$ cat src/rtl/aswr_pkg.sv
// types and codes shared by the acked sender blocks
package aswr_pkg;

    localparam int unsigned WaitW = 17;

    typedef enum logic [1:0] {
        OP_TICK = 2'd0,
        OP_SEND = 2'd1,
        OP_ACK  = 2'd2,
        OP_NONE = 2'd3
    } t_op;

    typedef enum logic [1:0] {
        K_TX   = 2'd0,
        K_OK   = 2'd1,
        K_FAIL = 2'd2,
        K_BUSY = 2'd3
    } t_kind;

    typedef enum logic [1:0] {
        ST_IDLE = 2'b01,
        ST_BUSY = 2'b10
    } t_state;

    typedef struct packed {
        t_op                op;
        logic [15:0]        dest;
        logic signed [31:0] content;
        logic [7:0]         mtype;
        logic [7:0]         tries;
        logic [31:0]        ack_id;
    } t_item;

    typedef struct packed {
        t_kind              kind;
        logic [15:0]        dest;
        logic [7:0]         mtype;
        logic signed [31:0] content;
        logic [31:0]        id;
    } t_result;

    typedef struct packed {
        logic fire;
    } t_flow;

endpackage

$ cat src/rtl/aswr_in_reg.sv
// input register stage holding one accepted item
module aswr_in_reg (
    input  logic           i_clk,
    input  logic           i_rst_n,
    input  logic           i_valid,
    input  aswr_pkg::t_item i_item,
    input  logic           i_adv,
    output logic           o_stall,
    output logic           o_fire,
    output aswr_pkg::t_item o_item
);

    logic            r_valid;
    aswr_pkg::t_item r_item;
    logic            load;

    assign o_stall = r_valid && !i_adv;
    assign o_fire  = r_valid && i_adv;
    assign load    = !r_valid || i_adv;
    assign o_item  = r_item;

    always_ff @(posedge i_clk) begin
        if (!i_rst_n) begin
            r_valid <= 1'b0;
        end else if (load) begin
            r_valid <= i_valid;
        end
    end

    always_ff @(posedge i_clk) begin
        if (load && i_valid) begin
            r_item <= i_item;
        end
    end

endmodule

$ cat src/rtl/aswr_core.sv
// sender state, timeout and retry logic
module aswr_core (
    input  logic              i_clk,
    input  logic              i_rst_n,
    input  logic              i_cfg_we,
    input  logic [15:0]       i_cfg_data,
    input  aswr_pkg::t_flow   i_flow,
    input  aswr_pkg::t_item   i_item,
    output logic              o_res_valid,
    output aswr_pkg::t_result o_res
);

    logic [15:0]                   r_timeout;
    logic [31:0]                   r_ms;
    aswr_pkg::t_state              r_state;
    logic [7:0]                    r_tries;
    logic [aswr_pkg::WaitW-1:0]    r_wait;
    logic [15:0]                   r_dest;
    logic [7:0]                    r_mtype;
    logic signed [31:0]            r_content;
    logic [31:0]                   r_id;

    logic [31:0]                   n_ms;
    aswr_pkg::t_state              n_state;
    logic [7:0]                    n_tries;
    logic [aswr_pkg::WaitW-1:0]    n_wait;
    logic                          n_load;
    logic [aswr_pkg::WaitW-1:0]    wait_inc;
    logic                          busy;

    assign busy = (r_state == aswr_pkg::ST_BUSY);

    always_comb begin
        n_ms        = r_ms;
        n_state     = r_state;
        n_tries     = r_tries;
        n_wait      = r_wait;
        n_load      = 1'b0;
        o_res_valid = 1'b0;
        o_res.kind    = aswr_pkg::K_TX;
        o_res.dest    = r_dest;
        o_res.mtype   = r_mtype;
        o_res.content = r_content;
        o_res.id      = r_id;
        wait_inc    = (r_wait == {aswr_pkg::WaitW{1'b1}}) ? r_wait
                    : r_wait + {{(aswr_pkg::WaitW-1){1'b0}}, 1'b1};
        if (i_flow.fire) begin
            unique case (i_item.op)
                aswr_pkg::OP_TICK: begin
                    n_ms = r_ms + 32'd1;
                    if (busy) begin
                        n_wait = wait_inc;
                        if (wait_inc > {1'b0, r_timeout}) begin
                            o_res_valid = 1'b1;
                            if (r_tries != 8'd0) begin
                                n_tries = r_tries - 8'd1;
                                n_wait  = '0;
                            end else begin
                                n_state    = aswr_pkg::ST_IDLE;
                                o_res.kind = aswr_pkg::K_FAIL;
                            end
                        end
                    end
                end
                aswr_pkg::OP_SEND: begin
                    o_res_valid = 1'b1;
                    if (busy) begin
                        o_res.kind    = aswr_pkg::K_BUSY;
                        o_res.dest    = '0;
                        o_res.mtype   = '0;
                        o_res.content = '0;
                        o_res.id      = '0;
                    end else begin
                        n_load        = 1'b1;
                        n_wait        = '0;
                        o_res.dest    = i_item.dest;
                        o_res.mtype   = i_item.mtype;
                        o_res.content = i_item.content;
                        o_res.id      = r_ms;
                        if (i_item.tries == 8'd0) begin
                            n_tries    = 8'd0;
                            o_res.kind = aswr_pkg::K_FAIL;
                        end else begin
                            n_tries = i_item.tries - 8'd1;
                            n_state = aswr_pkg::ST_BUSY;
                        end
                    end
                end
                aswr_pkg::OP_ACK: begin
                    if (busy && (i_item.ack_id == r_id)) begin
                        o_res_valid = 1'b1;
                        o_res.kind  = aswr_pkg::K_OK;
                        n_state     = aswr_pkg::ST_IDLE;
                        n_tries     = 8'd0;
                    end
                end
                aswr_pkg::OP_NONE: begin
                end
                default: begin
                end
            endcase
        end
    end

    always_ff @(posedge i_clk) begin
        if (!i_rst_n) begin
            r_timeout <= 16'd100;
            r_ms      <= '0;
            r_state   <= aswr_pkg::ST_IDLE;
            r_tries   <= '0;
            r_wait    <= '0;
        end else begin
            if (i_cfg_we) begin
                r_timeout <= i_cfg_data;
            end
            r_ms    <= n_ms;
            r_state <= n_state;
            r_tries <= n_tries;
            r_wait  <= n_wait;
        end
    end

    always_ff @(posedge i_clk) begin
        if (n_load) begin
            r_dest    <= i_item.dest;
            r_mtype   <= i_item.mtype;
            r_content <= i_item.content;
            r_id      <= r_ms;
        end
    end

    a_send_starts: assert property (@(posedge i_clk) disable iff (!i_rst_n)
        i_flow.fire && i_item.op == aswr_pkg::OP_SEND && !busy && i_item.tries != 8'd0
        |=> r_state == aswr_pkg::ST_BUSY)
        else $error("send with tries did not enter busy");

    a_tick_counts: assert property (@(posedge i_clk) disable iff (!i_rst_n)
        i_flow.fire && i_item.op == aswr_pkg::OP_TICK
        |=> r_ms == $past(r_ms) + 32'd1)
        else $error("millisecond count did not advance on tick");

    a_idle_stable: assert property (@(posedge i_clk) disable iff (!i_rst_n)
        !i_flow.fire |=> r_state == $past(r_state) && r_ms == $past(r_ms))
        else $error("state moved without an item");

    a_send_answers: assert property (@(posedge i_clk) disable iff (!i_rst_n)
        i_flow.fire && i_item.op == aswr_pkg::OP_SEND |-> o_res_valid)
        else $error("send request gave no result");

endmodule

$ cat src/rtl/aswr_out_reg.sv
// output register holding one result item
module aswr_out_reg (
    input  logic              i_clk,
    input  logic              i_rst_n,
    input  logic              i_fire,
    input  logic              i_res_valid,
    input  aswr_pkg::t_result i_res,
    input  logic              i_stall,
    output logic              o_adv,
    output logic              o_valid,
    output aswr_pkg::t_result o_res
);

    logic              r_valid;
    aswr_pkg::t_result r_res;

    assign o_adv   = !r_valid || !i_stall;
    assign o_valid = r_valid;
    assign o_res   = r_res;

    always_ff @(posedge i_clk) begin
        if (!i_rst_n) begin
            r_valid <= 1'b0;
        end else if (o_adv) begin
            r_valid <= i_fire && i_res_valid;
        end
    end

    always_ff @(posedge i_clk) begin
        if (o_adv && i_fire && i_res_valid) begin
            r_res <= i_res;
        end
    end

endmodule

$ cat src/rtl/acked_sender_with_retries.sv
// top level of the stop-and-wait sender with ack timeout and retries
//
//  channel   direction  handshake                   payload
//  input     in         i_in_valid / o_in_stall     opcode, dest, content, type, tries, ack id
//  output    out        o_out_valid / i_out_stall   kind, frame dest, type, content, id
//  config    in         i_cfg_we                    ack timeout in ms
//
// one item per cycle while the output is not stalled; the result passes through the input register,
// then the state update into the output register
// synchronous active-low reset: idle, ms count and wait timer zero, timeout 100
// an output stall holds the result and stalls the input once the input register is full
module acked_sender_with_retries (
    input  logic               i_clk,
    input  logic               i_rst_n,
    input  logic               i_cfg_we,
    input  logic [15:0]        i_cfg_data,
    input  logic               i_in_valid,
    output logic               o_in_stall,
    input  logic [1:0]         i_opcode,
    input  logic [15:0]        i_dest_node,
    input  logic signed [31:0] i_msg_content,
    input  logic [7:0]         i_msg_type,
    input  logic [7:0]         i_send_tries,
    input  logic [31:0]        i_ack_id,
    output logic               o_out_valid,
    input  logic               i_out_stall,
    output logic [1:0]         o_kind,
    output logic [15:0]        o_frame_dest,
    output logic [7:0]         o_frame_type,
    output logic signed [31:0] o_frame_content,
    output logic [31:0]        o_frame_id
);

    aswr_pkg::t_item   in_item;
    aswr_pkg::t_item   s1_item;
    aswr_pkg::t_flow   flow;
    aswr_pkg::t_result core_res;
    aswr_pkg::t_result out_res;
    logic              core_res_valid;
    logic              fire;
    logic              adv;

    assign in_item.op      = aswr_pkg::t_op'(i_opcode);
    assign in_item.dest    = i_dest_node;
    assign in_item.content = i_msg_content;
    assign in_item.mtype   = i_msg_type;
    assign in_item.tries   = i_send_tries;
    assign in_item.ack_id  = i_ack_id;

    assign flow.fire = fire;

    aswr_in_reg u_in_reg (
        .i_clk   (i_clk),
        .i_rst_n (i_rst_n),
        .i_valid (i_in_valid),
        .i_item  (in_item),
        .i_adv   (adv),
        .o_stall (o_in_stall),
        .o_fire  (fire),
        .o_item  (s1_item)
    );

    aswr_core u_core (
        .i_clk       (i_clk),
        .i_rst_n     (i_rst_n),
        .i_cfg_we    (i_cfg_we),
        .i_cfg_data  (i_cfg_data),
        .i_flow      (flow),
        .i_item      (s1_item),
        .o_res_valid (core_res_valid),
        .o_res       (core_res)
    );

    aswr_out_reg u_out_reg (
        .i_clk       (i_clk),
        .i_rst_n     (i_rst_n),
        .i_fire      (fire),
        .i_res_valid (core_res_valid),
        .i_res       (core_res),
        .i_stall     (i_out_stall),
        .o_adv       (adv),
        .o_valid     (o_out_valid),
        .o_res       (out_res)
    );

    assign o_kind          = out_res.kind;
    assign o_frame_dest    = out_res.dest;
    assign o_frame_type    = out_res.mtype;
    assign o_frame_content = out_res.content;
    assign o_frame_id      = out_res.id;

endmodule

$ cat config.mk
export PLATFORM = sky130hd
export DESIGN_NAME = acked_sender_with_retries
export DESIGN_NICKNAME = d
export VERILOG_FILES = /design/src/rtl/aswr_pkg.sv /design/src/rtl/aswr_in_reg.sv /design/src/rtl/aswr_core.sv /design/src/rtl/aswr_out_reg.sv /design/src/rtl/acked_sender_with_retries.sv
export SDC_FILE = /design/constraint.sdc
export NUM_CORES = 1
export LEC_CHECK = 0
export BUFFER_PORTS_ARGS = -buffer_cell sky130_fd_sc_hd__buf_2
export CORE_MARGIN = 4
export CORE_UTILIZATION = 51
export DETAILED_ROUTE_END_ITERATION = 10
export HOLD_SLACK_MARGIN = 0.05
export PLACE_DENSITY = 0.8
export REMOVE_ABC_BUFFERS = 1
export SYNTH_ARGS = -nofsm -noshare
export SYNTH_HDL_FRONTEND = slang
export SYNTH_SLANG_ARGS = --single-unit
$ cat constraint.sdc
create_clock -name i_clk -period 6.1 [get_ports i_clk]
set_input_delay 1.22 -clock i_clk [delete_from_list [all_inputs] [get_ports i_clk]]
set_output_delay 1.22 -clock i_clk [all_outputs]
set_load 0.03 [all_outputs]
-- Word level (Yosys, flattened, before mapping)
Cells that the tools add are included.
- bitwise logic cells: 0
- muxes and demuxes: 37
- $lt $le $gt $ge: 1
- add/sub/neg operators: 4
- multipliers: 0
- reductions and logical operators: 22
- equal/unequal tests: 12
- div/mod/pow operators: 0
- shifts and indexed selects: 0
- operators by type and width (operator ; count):
    2-to-1 mux 88 bit ; 2
    2-to-1 mux 90 bit ; 1
    2-to-1 mux 17 bit ; 5
    2-to-1 mux 8 bit ; 6
    case mux 17 bit (2 select lines) ; 1
    adder 32 x 1 -> 32 bit (second input constant) ; 1
    == test 32 bit ; 1
    case mux 8 bit (3 select lines) ; 1
    2-to-1 mux 2 bit ; 10
    adder 17 x 1 -> 17 bit (second input constant) ; 1
    == test 17 bit (second input constant) ; 1
    > comparator 17 x 16 -> 1 bit ; 1
    subtractor 8 x 1 -> 8 bit (second input constant) ; 2
    case mux 2 bit (3 select lines) ; 2
    logical NOT 8 bit ; 1
    2-to-1 mux 1 bit ; 8
    inequality test 2 x 1 -> 1 bit (second input constant) ; 4
    AND reduction 8 bit ; 1
    nonzero test 8 bit ; 1
    logical AND 1 bit ; 7
    AND reduction 7 bit ; 1
    inequality test 2 bit (second input constant) ; 3
    == test 2 bit (second input constant) ; 2
    logical NOT 1 bit ; 4
    8 further kinds ; 9
- RAM bits: 0
- output and inout port bits: 92
- register bits: 353
- input port bits: 119
- latch bits: 0
- bits in read-only memories: 0
- logic and storage cells: 98
- memories kept: 0

-- Longest topological paths before layout
Gate-level depths: netlist of run 1.
- depth in word-level cells: 8
- gate-level depth with buffers: 16
- depth with buffers taken out: 15

-- Modules after synthesis
A second synthesis of run 1 with hierarchy kept.
- cells, all modules: 961
- area, all modules: 13918.3 sq um
- by module, submodules not included (module ; area an instance (sq um) ; seq. area each (sq um) ; cells an instance ; instances):
    aswr_core ; 8172.8 ; 4144.0 ; 763 ; 1
    aswr_in_reg ; 2996.6 ; 2962.8 ; 103 ; 1
    aswr_out_reg ; 2748.9 ; 2722.6 ; 95 ; 1

-- Least setup slack after synthesis of run 1
No wires, ideal clock.
- path kind: input -> register
- from: input i_out_stall
- to: register u_in_reg.r_item (netlist bit u_in_reg.o_item[0]) (enable)
- cell stages on the path: 2
- arrival time: 5.866 ns
- buffers on the path: 0
- data required time: 5.535 ns
- setup time: 0.565 ns
- slack: -0.331 ns
- cells stage by stage: and3_1 nor2b_1
- word-level cells in the longest chain between the ends: 4
- RTL lines (element ; line ; RTL):
    start: declaration ; acked_sender_with_retries.sv:26 ; input logic i_out_stall,
    logical NOT 1 bit ; aswr_out_reg.sv:17 ; assign o_adv = !r_valid || !i_stall;
    logical OR 1 bit ; aswr_out_reg.sv:17 ;
    logical OR 1 bit ; aswr_in_reg.sv:19 ; assign load = !r_valid || i_adv;
    logical AND 1 bit ; aswr_in_reg.sv:31 ; if (load && i_valid) begin
    end signal: assignment ; aswr_in_reg.sv:32 ; r_item <= i_item;
    end: declaration ; aswr_in_reg.sv:14 ; aswr_pkg::t_item r_item;
Every way passes these cells.
A chain may end at the register's enable or synchronous reset.

-- Worst setup path in the final report of run 1
- from: register u_core.r_wait[4] (netlist bit)
- to: register u_out_reg.r_res (netlist bit u_out_reg.o_res[83]) (enable)
- word-level cells in the longest chain between the ends: 8
- elaborated cells between the ends (all ways): 9
- classes of those cells: 1 x add/sub; 1 x order compare; 1 x eq/ne; 5 x mux; 1 x reduce/logical
- RTL lines (element ; line ; RTL):
    start: declaration ; aswr_core.sv:17 ; logic [aswr_pkg::WaitW-1:0] r_wait;
    start signal: assignment ; aswr_core.sv:119 ; r_wait <= n_wait;
    adder 17 x 1 -> 17 bit / == test 17 bit (equally long branches) ; aswr_core.sv:46, aswr_core.sv:45 ;
    2-to-1 mux 17 bit * ; aswr_core.sv:45 ; wait_inc = (r_wait == {aswr_pkg::WaitW{1'b1}}) ? r_wait
    > comparator 17 x 16 -> 1 bit * ; aswr_core.sv:53 ; if (wait_inc > {1'b0, r_timeout}) begin
    2-to-1 mux 1 bit * ; aswr_core.sv:53 ;
    2-to-1 mux 1 bit * ; aswr_core.sv:51 ; if (busy) begin
    case mux 1 bit (3 select lines) * ; aswr_core.sv:48 ; unique case (i_item.op)
    2-to-1 mux 1 bit * ; aswr_core.sv:47 ; if (i_flow.fire) begin
    logical AND 1 bit * ; aswr_out_reg.sv:30 ; if (o_adv && i_fire && i_res_valid) begin
    end signal: assignment ; aswr_out_reg.sv:31 ; r_res <= i_res;
    end: declaration ; aswr_out_reg.sv:15 ; aswr_pkg::t_result r_res;
Mark *: on every way between the ends. The rest lies on a longest branch, timed or not.

==> results of run 1 <==
==> metal layers <==
| layer | wire (µm) | vias to the layer above | track usage [%] |
|---|---|---|---|
| met5 | 26 | - | 0 |
| met4 | 695 | 4 | 5.63 |
| met3 | 2420 | 58 | 4.00 |
| met2 | 14600 | 368 | 31.2 |
| met1 | 13000 | 4430 | 27.3 |
| li1 | - | 4537 | - |
==> critical path, cell delays in order (launching register included) <==
cell and delay (ns):
dfxtp_1 0.47, nand4_2 0.19, nor4_4 0.50, nand2_1 0.23, nand2b_1 0.33, nor2_1 0.09, xor2_1 0.16, ha_1 0.32
nand4_1 0.13, nor2_1 0.08, a211o_1 0.33, o221a_2 0.29, nor3_1 0.21, o31ai_1 0.19, inv_4 0.55, buf_4 0.42
==> synthesized netlist by cell type, types with 5 or more instances <==
cell        n  area, µm²
mux2i_1    13        130
nand3_1    34        170
dfxtp_1    77       1540
o31ai_1     5       37.5
xor2_1     61        534
clkbuf_1   37        139
a31oi_1     5       31.3
o21ai_0    93        465
edfxtp_1  276       8290
or3_1       5       31.3
nor4_1     12       75.1
o21ai_1    10       50.1
xnor2_1    22        193
inv_1      33        124
ha_1       25        313
and3_1     13       81.3
buf_1       8       30.0
nand4_1    13       81.3
nor2_1     66        248
o22ai_1     8       50.1
a21oi_1    32        160
nor3_1     18       90.1
nand2_1   216        811
==> kinds of logic after synthesis <==
kind of cell | synth area share [%]
AOI/OAI and AO/OA | 7.45
xor gates and xnor gates | 5.09
adders and majority gates | 2.19
buffers and inverters | 2.24
DFF | 68.8
muxes | 0.990
and+or+nand+nor | 13.2
==> sequential cells by signal (all words and copies together), names as in the netlist <==
name,cells
u_core.r_content,32
u_core.r_wait,17
u_in_reg.o_item,98
u_core.r_state,2
u_core.r_id,32
u_core.r_ms,32
u_core.r_mtype,8
u_out_reg.o_res,90
u_core.r_dest,16
u_core.r_timeout,16
u_in_reg.r_valid,1
u_out_reg.o_valid,1
u_core.r_tries,8
==> through the flow <==
| stage | setup WS, ns | total power [mW] | cells | hold slack, ns | setup TNS, ns |
|---|---|---|---|---|---|
| 2_1_floorplan | -2.41 | 2.89 | 1096 | 0.426 | -244.73 |
| 3_3_place_gp | 1.36 | 2.98 | 1686 | 0.428 | 0 |
| 3_5_place_dp | 1.23 | 2.99 | 1686 | 0.434 | 0 |
| 4_1_cts | 1.23 | 5.13 | 1750 | 0.439 | 0 |
| 5_1_grt | 0.831 | 5.26 | 1751 | 0.446 | 0 |
| 6_report | 1.25 | 5.07 | 1751 | 0.439 | 0 |
==> power breakdown <==
part,internal (mW),switching (mW),leakage [nW]
Combinational,0.0904,0.153,2.81
Sequential,2.66,0.0345,3.10
Clock,1.23,0.897,0.576
==> layout make-up <==
cell class / instances / area [µm²]
Antenna cell: 1 / 2.50
Clock inverter: 17 / 143
Fill cell: 2094 / 10400
Clock buffer: 47 / 1010
Timing Repair Buffer: 218 / 1140
Inverter: 33 / 126
Multi-Input combinational cell: 710 / 4160
Sequential cell: 353 / 9830
Tap cell: 372 / 465
==> path summary, 6_finish.rpt <==
kind / start / depth (start not counted) / slack (ns) / end
worst max-delay path: u_core.r_wait[4]$_SDFFE_PN0P_ / 15 / 1.25 / u_out_reg.o_res[83]$_DFFE_PP_
worst min-delay path: u_in_reg.o_item[75]$_DFFE_PP_ / 0 / 0.44 / u_core.r_content[27]$_DFFE_PP_
worst max register to register: u_core.r_wait[4]$_SDFFE_PN0P_ / 15 / 1.25 / u_out_reg.o_res[83]$_DFFE_PP_
worst min register to register: u_in_reg.o_item[75]$_DFFE_PP_ / 0 / 0.44 / u_core.r_content[27]$_DFFE_PP_
==> results.json, run 1 <==
{
  "htreeDepth": 2,
  "grt_max_degree": 115,
  "fin_crit_ns": 4.85,
  "hold_class": "reg -> reg",
  "period_share_pct": 79.5,
  "max-vdd-ir-drop_mv": 0.221,
  "cts_buffers": 37,
  "finalWeightedCongestion": 0.853,
  "synth_edf_count": 276,
  "place.detailed.hpwl_mm": 20.3,
  "antenna_left": 0,
  "antenna_found_initial": 3,
  "dr.pass1.iters": 5,
  "nets": 1497,
  "end_kind": "register",
  "drive_gt1_share_pct": 21.6,
  "setup_viol": 0,
  "portBuffers": 210,
  "power_density_nw_per_um2": 300,
  "synth-seq-area-share_pct": 68.8,
  "remaining_drc_errors": 0,
  "post_cts_resized": 0,
  "ys_async_sr_fraction_pct": 0,
  "grt_pass1_vias": 8911,
  "rsz0062_at_grt": "no",
  "final_common_cell": "edfxtp_1",
  "start_util_pct": 52.4,
  "maxCapViolations": 0,
  "ys.flop_type": "edfxtp_1",
  "cts_tree": "done",
  "cp_max_fo": 49,
  "finalHoldViolCount": 0,
  "cp-start-kind": "register",
  "path_class": "reg -> reg",
  "vias_per_cell": 5.37,
  "avgRoutedWirePerCell_um": 17.6,
  "tightest_slew_ns": 1.10,
  "overflow": 0,
  "path_clk_slew_ns": 0.06,
  "track_usage_pct": 19.5,
  "drt_wl_total_mm": 30.8,
  "dieWidth_um": 175,
  "finalCoreUtilization_pct": 61.9,
  "postLayoutCellArea_um2": 16900,
  "dr_total_vias": 9397,
  "drt_iter0_markers": 972,
  "cp.arrival_ns": 5.04,
  "dieHeight_um": 175,
  "cp_data_required_time_ns": 6.29,
  "outcome": "complete, no violations",
  "syn_area_um2": 14300,
  "fp-row-count": 60,
  "relSlewSlack_pct": 26.9,
  "slew_viol_final": 0,
  "ys_ff_latch": 353,
  "dieArea_um2": 30700,
  "synth.avg_cell_area_um2": 12.5,
  "area_growth_pct": 18.2,
  "fmaxAchievable_mhz": 206,
  "clk_path_buf_depth": 3,
  "placed_cell_area_um2": 15700,
  "root_buffer": "clkbuf_16",
  "power.leakage_nw": 6.48,
  "ys_warn_count": 0,
  "clk_latency_ns": 0.53,
  "post_cts_buffers": 0,
  "synth_cells": 1146,
  "skew_ns": 0.0262,
  "num_io_pins": 211,
  "final_cell_mix": "edfxtp_1, nand2_1, buf_2, o21ai_0, dfxtp_1",
  "synth_cell_types": 57,
  "core-area_um2": 27300,
  "grt_pass1_wl_mm": 47.7,
  "cts_hold_buffers": 0,
  "cts_sinks": 353
}
Power figures use the tool's default switching activity.
==> run 2, diff against run 1 <==
Settings changed: ABC_AREA from default to 1, CORE_UTILIZATION 51 to 57, PLACE_DENSITY 0.8 to 0.85.
Clock period 6.1 ns to 4.9 ns, I/O delays scaled along.
==> results.json, run 2 <==
{
  "grt_max_degree": 152,
  "dieHeight_um": 168,
  "synth_cells": 1286,
  "final_common_cell": "edfxtp_1",
  "r2r_slack_ns": 0.97,
  "antenna_left": 0,
  "skew_ns": 0.0249,
  "regToRegEndpoint": "u_out_reg.o_res[8]$_DFFE_PP_",
  "cts_buffers": 37,
  "synth_cell_types": 43,
  "post_cts_buffers": 0,
  "htreeDepth": 2,
  "final_cell_mix": "edfxtp_1, nand2_1, buf_2, inv_1, nor2_1",
  "dieWidth_um": 168,
  "cp_max_fo": 16,
  "drt_wl_total_mm": 32.2,
  "start_util_pct": 58.1,
  "max-vdd-ir-drop_mv": 0.285,
  "antenna_found_initial": 1,
  "cp_data_required_time_ns": 5.10,
  "yosysTopAreaCell": "edfxtp_1",
  "setup_viol": 0,
  "syn_area_um2": 14600,
  "min_path_cells": 0,
  "synth_edf_count": 276,
  "period_share_pct": 80.2,
  "holdCritStartpoint": "u_in_reg.o_item[54]$_DFFE_PP_",
  "relSlewSlack_pct": 40.4,
  "ys_async_sr_fraction_pct": 0,
  "tightest_slew_ns": 0.893,
  "synthTopCellsByArea": "edfxtp_1, dfxtp_1, nand2_1",
  "drive_gt1_share_pct": 20.2,
  "fillers": 1825,
  "num_io_pins": 211,
  "grt_pass1_vias": 9690,
  "path_clk_slew_ns": 0.06,
  "power_density_nw_per_um2": 372,
  "largest_register_ffs": 98,
  "remaining_drc_errors": 0,
  "placed_cells": 1800,
  "pre_cts_ws_ns": 1.03,
  "critPathSlowestCell": "nand4_1",
  "area_growth_pct": 17.9,
  "timing.final.ws_setup_ns": 0.971,
  "clk_latency_ns": 0.52,
  "finalNonFillerCells": 1867,
  "nets": 1653,
  "min_to": "u_core.r_content[6]$_DFFE_PP_",
  "avgRoutedWirePerCell_um": 17.2,
  "path_cells": "ha_1 -> nand3_1 -> inv_2 -> nand2_2 -> inv_2 -> nand4_1 -> o21ai_0 -> inv_1 -> ha_1 -> nand2_1 -> nor2_1 -> nand3b_1 -> nand3_1 -> nand3_2 -> nand2_2 -> nand4_1 -> nand2_1 -> nand2_1 -> clkinv_2 -> buf_4",
  "fin_crit_ns": 3.93,
  "path_class": "reg -> reg",
  "drt_iter0_markers": 828,
  "synth-seq-area-share_pct": 67.2,
  "root_buffer": "clkbuf_16",
  "n_antenna_cell": 0,
  "dr.pass1.iters": 5,
  "core-area_um2": 25200,
  "ys_ff_latch": 353,
  "clk_path_buf_depth": 3,
  "power.leakage_nw": 6.91,
  "slew_viol_final": 0,
  "synth_top_area_share_pct": 56.7,
  "synth_most_common_cell": "edfxtp_1",
  "slowest_delay_ns": 0.49,
  "overflow": 0,
  "rsz0062_at_grt": "no",
  "hold_class": "reg -> reg",
  "outcome": "complete, no violations",
  "rr_worst_depth": 20,
  "post_cts_resized": 0,
  "cp_num_buf_inv": 5,
  "cts_hold_buffers": 0,
  "cpMostUsedCell": "nand2_1",
  "synthTopCellsByCount": "edfxtp_1, nand2_1, inv_1",
  "ys_warn_count": 0,
  "grt_pass1_wl_mm": 50.7,
  "track_usage_pct": 22.3,
  "cp-start-kind": "register",
  "fp-row-count": 58,
  "cts_tree": "done",
  "portBuffers": 210,
  "end_kind": "register",
  "dr_total_vias": 10230,
  "ys.flop_type": "edfxtp_1",
  "path_delay_family": "simple AND/OR/NAND/NOR gates",
  "cts_sinks": 353,
  "timing.rr.start": "u_core.r_wait[1]$_SDFFE_PN0P_",
  "cp.arrival_ns": 4.13,
  "maxCapViolations": 0,
  "finalWeightedCongestion": 0.874,
  "finalHoldViolCount": 0,
  "synth.avg_cell_area_um2": 11.4,
  "place.detailed.hpwl_mm": 21.8,
  "vias_per_cell": 5.48,
  "dieArea_um2": 28300,
  "fmaxAchievable_mhz": 255
}
## run 2: cell count changes after synthesis, sizes merged, moves of 34 or more
cell,previous run,this run
a21oi,34,69
a22o,0,57
inv,33,165
nand2,216,256
nor2,66,106
o21ai,103,40
xor2,61,27
## run 2: cells by family (layout without fill, tap and decap cells)
kind of cell / Yosys count / in the layout / synth area share [%]
AOI/OAI and AO/OA: 200 / 200 / 8.69
adders and majority gates: 25 / 25 / 2.14
DFF: 353 / 353 / 67.2
and+or+nand+nor: 470 / 470 / 14.4
xor gates and xnor gates: 38 / 38 / 2.28
buffers and inverters: 200 / 451 / 5.31
## run 2: how the worst max path moves through the flow
| stage | from | endpoint | cells after the start |
|---|---|---|---|
| after floorplan | i_out_stall | u_out_reg.o_res[14]$_DFFE_PP_ | 7 |
| after global placement | u_core.r_wait[0]$_SDFFE_PN0P_ | u_out_reg.o_res[18]$_DFFE_PP_ | 20 |
| after detailed placement | u_core.r_wait[0]$_SDFFE_PN0P_ | u_out_reg.o_res[16]$_DFFE_PP_ | 20 |
| after CTS | u_core.r_wait[0]$_SDFFE_PN0P_ | u_out_reg.o_res[8]$_DFFE_PP_ | 20 |
| after global routing | u_core.r_wait[0]$_SDFFE_PN0P_ | u_out_reg.o_res[8]$_DFFE_PP_ | 20 |
| final | u_core.r_wait[1]$_SDFFE_PN0P_ | u_out_reg.o_res[8]$_DFFE_PP_ | 20 |
## run 2: power by group
part	total [mW]	internal [mW]	switching, mW
Combinational	0.313	0.112	0.201
Clock	2.74	1.63	1.11
Sequential	3.36	3.32	0.0421
## run 2: per-stage QoR
step	setup TNS [ns]	power [mW]	area, µm²	hold WS [ns]	utilization (%)
3_3_place_gp	0	3.72	16000	0.430	63.7
5_1_grt	0	6.65	17200	0.464	68.4
4_1_cts	0	6.47	17200	0.451	68.4
2_1_floorplan	-649.70	3.61	14500	0.427	-
3_5_place_dp	0	3.73	16000	0.436	63.7
6_report	0	6.41	17200	0.452	68.4
## run 2: area by class of cell
type | count | area, µm² | area share, %
Clock buffer | 46 | 970 | 5.63
Clock inverter | 21 | 229 | 1.33
Inverter | 167 | 631 | 3.66
Multi-Input combinational cell | 733 | 4020 | 23.3
Sequential cell | 353 | 9830 | 57.0
Tap cell | 330 | 413 | 2.40
Timing Repair Buffer | 217 | 1140 | 6.62
## run 2: routing by layer
| layer | track usage, % | vias to the layer above | wire length (µm) |
|---|---|---|---|
| li1 | - | 4892 | - |
| met3 | 4.37 | 65 | 2680 |
| met1 | 31.3 | 4810 | 13700 |
| met2 | 35.8 | 461 | 14800 |
| met5 | 0 | - | 7 |
| met4 | 6.88 | 2 | 944 |
==> run 3, diff against run 2 <==
Settings changed: ABC_AREA 1 to 0.
Clock period 4.9 ns to 4.1 ns, I/O delays scaled along.
==> results.json, run 3 (synthesis results as in run 1) <==
{
  "avgRoutedWirePerCell_um": 18.7,
  "vias_per_cell": 5.64,
  "multi_input_area_um2": 4210,
  "clk_path_buf_depth": 3,
  "antenna_found_initial": 3,
  "gr-max-usage-layer": "met2",
  "antenna_left": 0,
  "dr_total_vias": 9707,
  "dieHeight_um": 166,
  "dr.pass1.iters": 5,
  "critPathLaunch": "u_core.r_wait[0]$_SDFFE_PN0P_",
  "rr_worst_depth": 17,
  "cp-endpoint": "u_out_reg.o_res[83]$_DFFE_PP_",
  "total_power_mw": 7.54,
  "nets": 1512,
  "finalWeightedCongestion": 0.849,
  "max-vdd-ir-drop_mv": 0.523,
  "cts_hold_buffers": 0,
  "track_usage_pct": 22.7,
  "tightest_slew_ns": 1.28,
  "cts_tree": "done",
  "end_kind": "register",
  "finalNonFillerCells": 1720,
  "grt_pass1_wl_mm": 50.3,
  "drive_gt1_share_pct": 22.9,
  "hold_class": "reg -> reg",
  "cts_buffers": 35,
  "path_cells": "ha_1 -> nand4_1 -> nor4_4 -> buf_4 -> a2111oi_4 -> nor2b_4 -> xor2_1 -> ha_1 -> nand3_2 -> o211ai_1 -> a31oi_1 -> o221a_2 -> nor3_4 -> o31ai_1 -> buf_4 -> inv_8 -> buf_12",
  "cp-start-kind": "register",
  "cp.arrival_ns": 4.11,
  "cp_data_required_time_ns": 4.34,
  "area_growth_pct": 19.4,
  "period_share_pct": 94.6,
  "finalHoldViolCount": 0,
  "grt_pass1_vias": 9370,
  "regToRegEndpoint": "u_out_reg.o_res[83]$_DFFE_PP_",
  "fillers": 1626,
  "relSlewSlack_pct": 14.1,
  "cts_sinks": 353,
  "slowest_delay_ns": 0.45,
  "grt_use_met2_pct": 36.8,
  "root_buffer": "clkbuf_16",
  "portBuffers": 210,
  "cp_max_fo": 18,
  "clk_latency_ns": 0.54,
  "htreeDepth": 2,
  "final_cell_mix": "edfxtp_1, nand2_1, buf_2, o21ai_0, dfxtp_1",
  "grt_util_met1_pct": 30.7,
  "slew_viol_final": 0,
  "overflow": 0,
  "setup_viol": 0,
  "path_class": "reg -> reg",
  "drt_iter0_markers": 1159,
  "grtUsageMet3_pct": 4.76,
  "skew_ns": 0.0273,
  "num_io_pins": 211,
  "maxCapViolations": 0,
  "final_common_cell": "edfxtp_1",
  "placed_cells": 1651,
  "core-area_um2": 24500,
  "fmaxAchievable_mhz": 258,
  "outcome": "complete, no violations",
  "critPathSlowestCell": "a2111oi_4",
  "largest_register_ffs": 98,
  "power_density_nw_per_um2": 442,
  "place.detailed.hpwl_mm": 20.6,
  "register_area_um2": 9830,
  "start_util_pct": 58.4,
  "path_clk_slew_ns": 0.06,
  "fin_crit_ns": 3.88,
  "dieArea_um2": 27600,
  "grt_max_degree": 177,
  "timing.rr.start": "u_core.r_wait[0]$_SDFFE_PN0P_",
  "remaining_drc_errors": 0,
  "r2r_slack_ns": 0.22,
  "dieWidth_um": 166,
  "power.leakage_nw": 6.61,
  "drt_wl_total_mm": 32.1,
  "fp-row-count": 57
}
-- run 3: what timing repair did --
action / CTS / global route
buffers inserted: 2 / 2
gates resized for setup: 4 / 9
pin swaps: 1 / 2
endpoints found under the setup margin: 88 / 96
-- run 3: area by class of cell --
type	count	share of cell area, %
tap	324	2.38
antenna	1	0.0147
clock buffer	40	5.30
inverter	33	0.770
timing repair buffer	235	7.92
multi-input combinational	710	24.7
clock inverter	24	1.31
sequential	353	57.6
-- run 3: worst max-delay path, delay by kind of cell, from the launching register on --
family	cells	cell delay (ns)
fa+ha+maj	2	0.56
compound gates	5	1.19
flops	1	0.35
buf+inv	4	0.67
xor+xnor	1	0.09
simple gates	5	0.72
-- run 3: per-stage QoR --
step,TNS (ns),worst slack (ns),util [%],hold WS [ns],area [µm²]
floorplan,-640.65,-4.01,-,0.426,14100
global placement,0,0.0165,64.8,0.427,15800
detailed placement,-5.47,-0.0728,64.8,0.434,15800
CTS,0,0.0209,69.5,0.434,17000
global route,-0.438,-0.0154,69.7,0.437,17100
finish,0,0.223,69.7,0.447,17100
-- run 3: worst min path at each step --
stage / from / endpoint / slack (ns) / depth (start not counted)
floorplan: u_in_reg.o_item[48]$_DFFE_PP_ / u_core.r_content[0]$_DFFE_PP_ / 0.43 / 0
global placement: u_in_reg.o_item[47]$_DFFE_PP_ / u_core.r_mtype[7]$_DFFE_PP_ / 0.43 / 0
detailed placement: u_in_reg.o_item[53]$_DFFE_PP_ / u_core.r_content[5]$_DFFE_PP_ / 0.43 / 0
CTS: i_dest_node[8] / u_in_reg.o_item[88]$_DFFE_PP_ / 0.43 / 1
global route: i_msg_type[6] / u_in_reg.o_item[46]$_DFFE_PP_ / 0.44 / 1
finish: u_in_reg.o_item[85]$_DFFE_PP_ / u_core.r_dest[5]$_DFFE_PP_ / 0.45 / 0
-- run 3: report_power, final --
group	total [mW]	switching, mW	internal, mW
logic	0.377	0.234	0.143
registers	4.02	0.0550	3.96
clock network	3.15	1.35	1.80
-- run 3: layer usage --
layer	vias to the layer above	share of wire [%]	wire, µm
met1	4583	40	12900
met5	-	0.065	21
met4	4	3.1	986
li1	4563	-	-
met2	474	48	15500
met3	83	8.4	2690
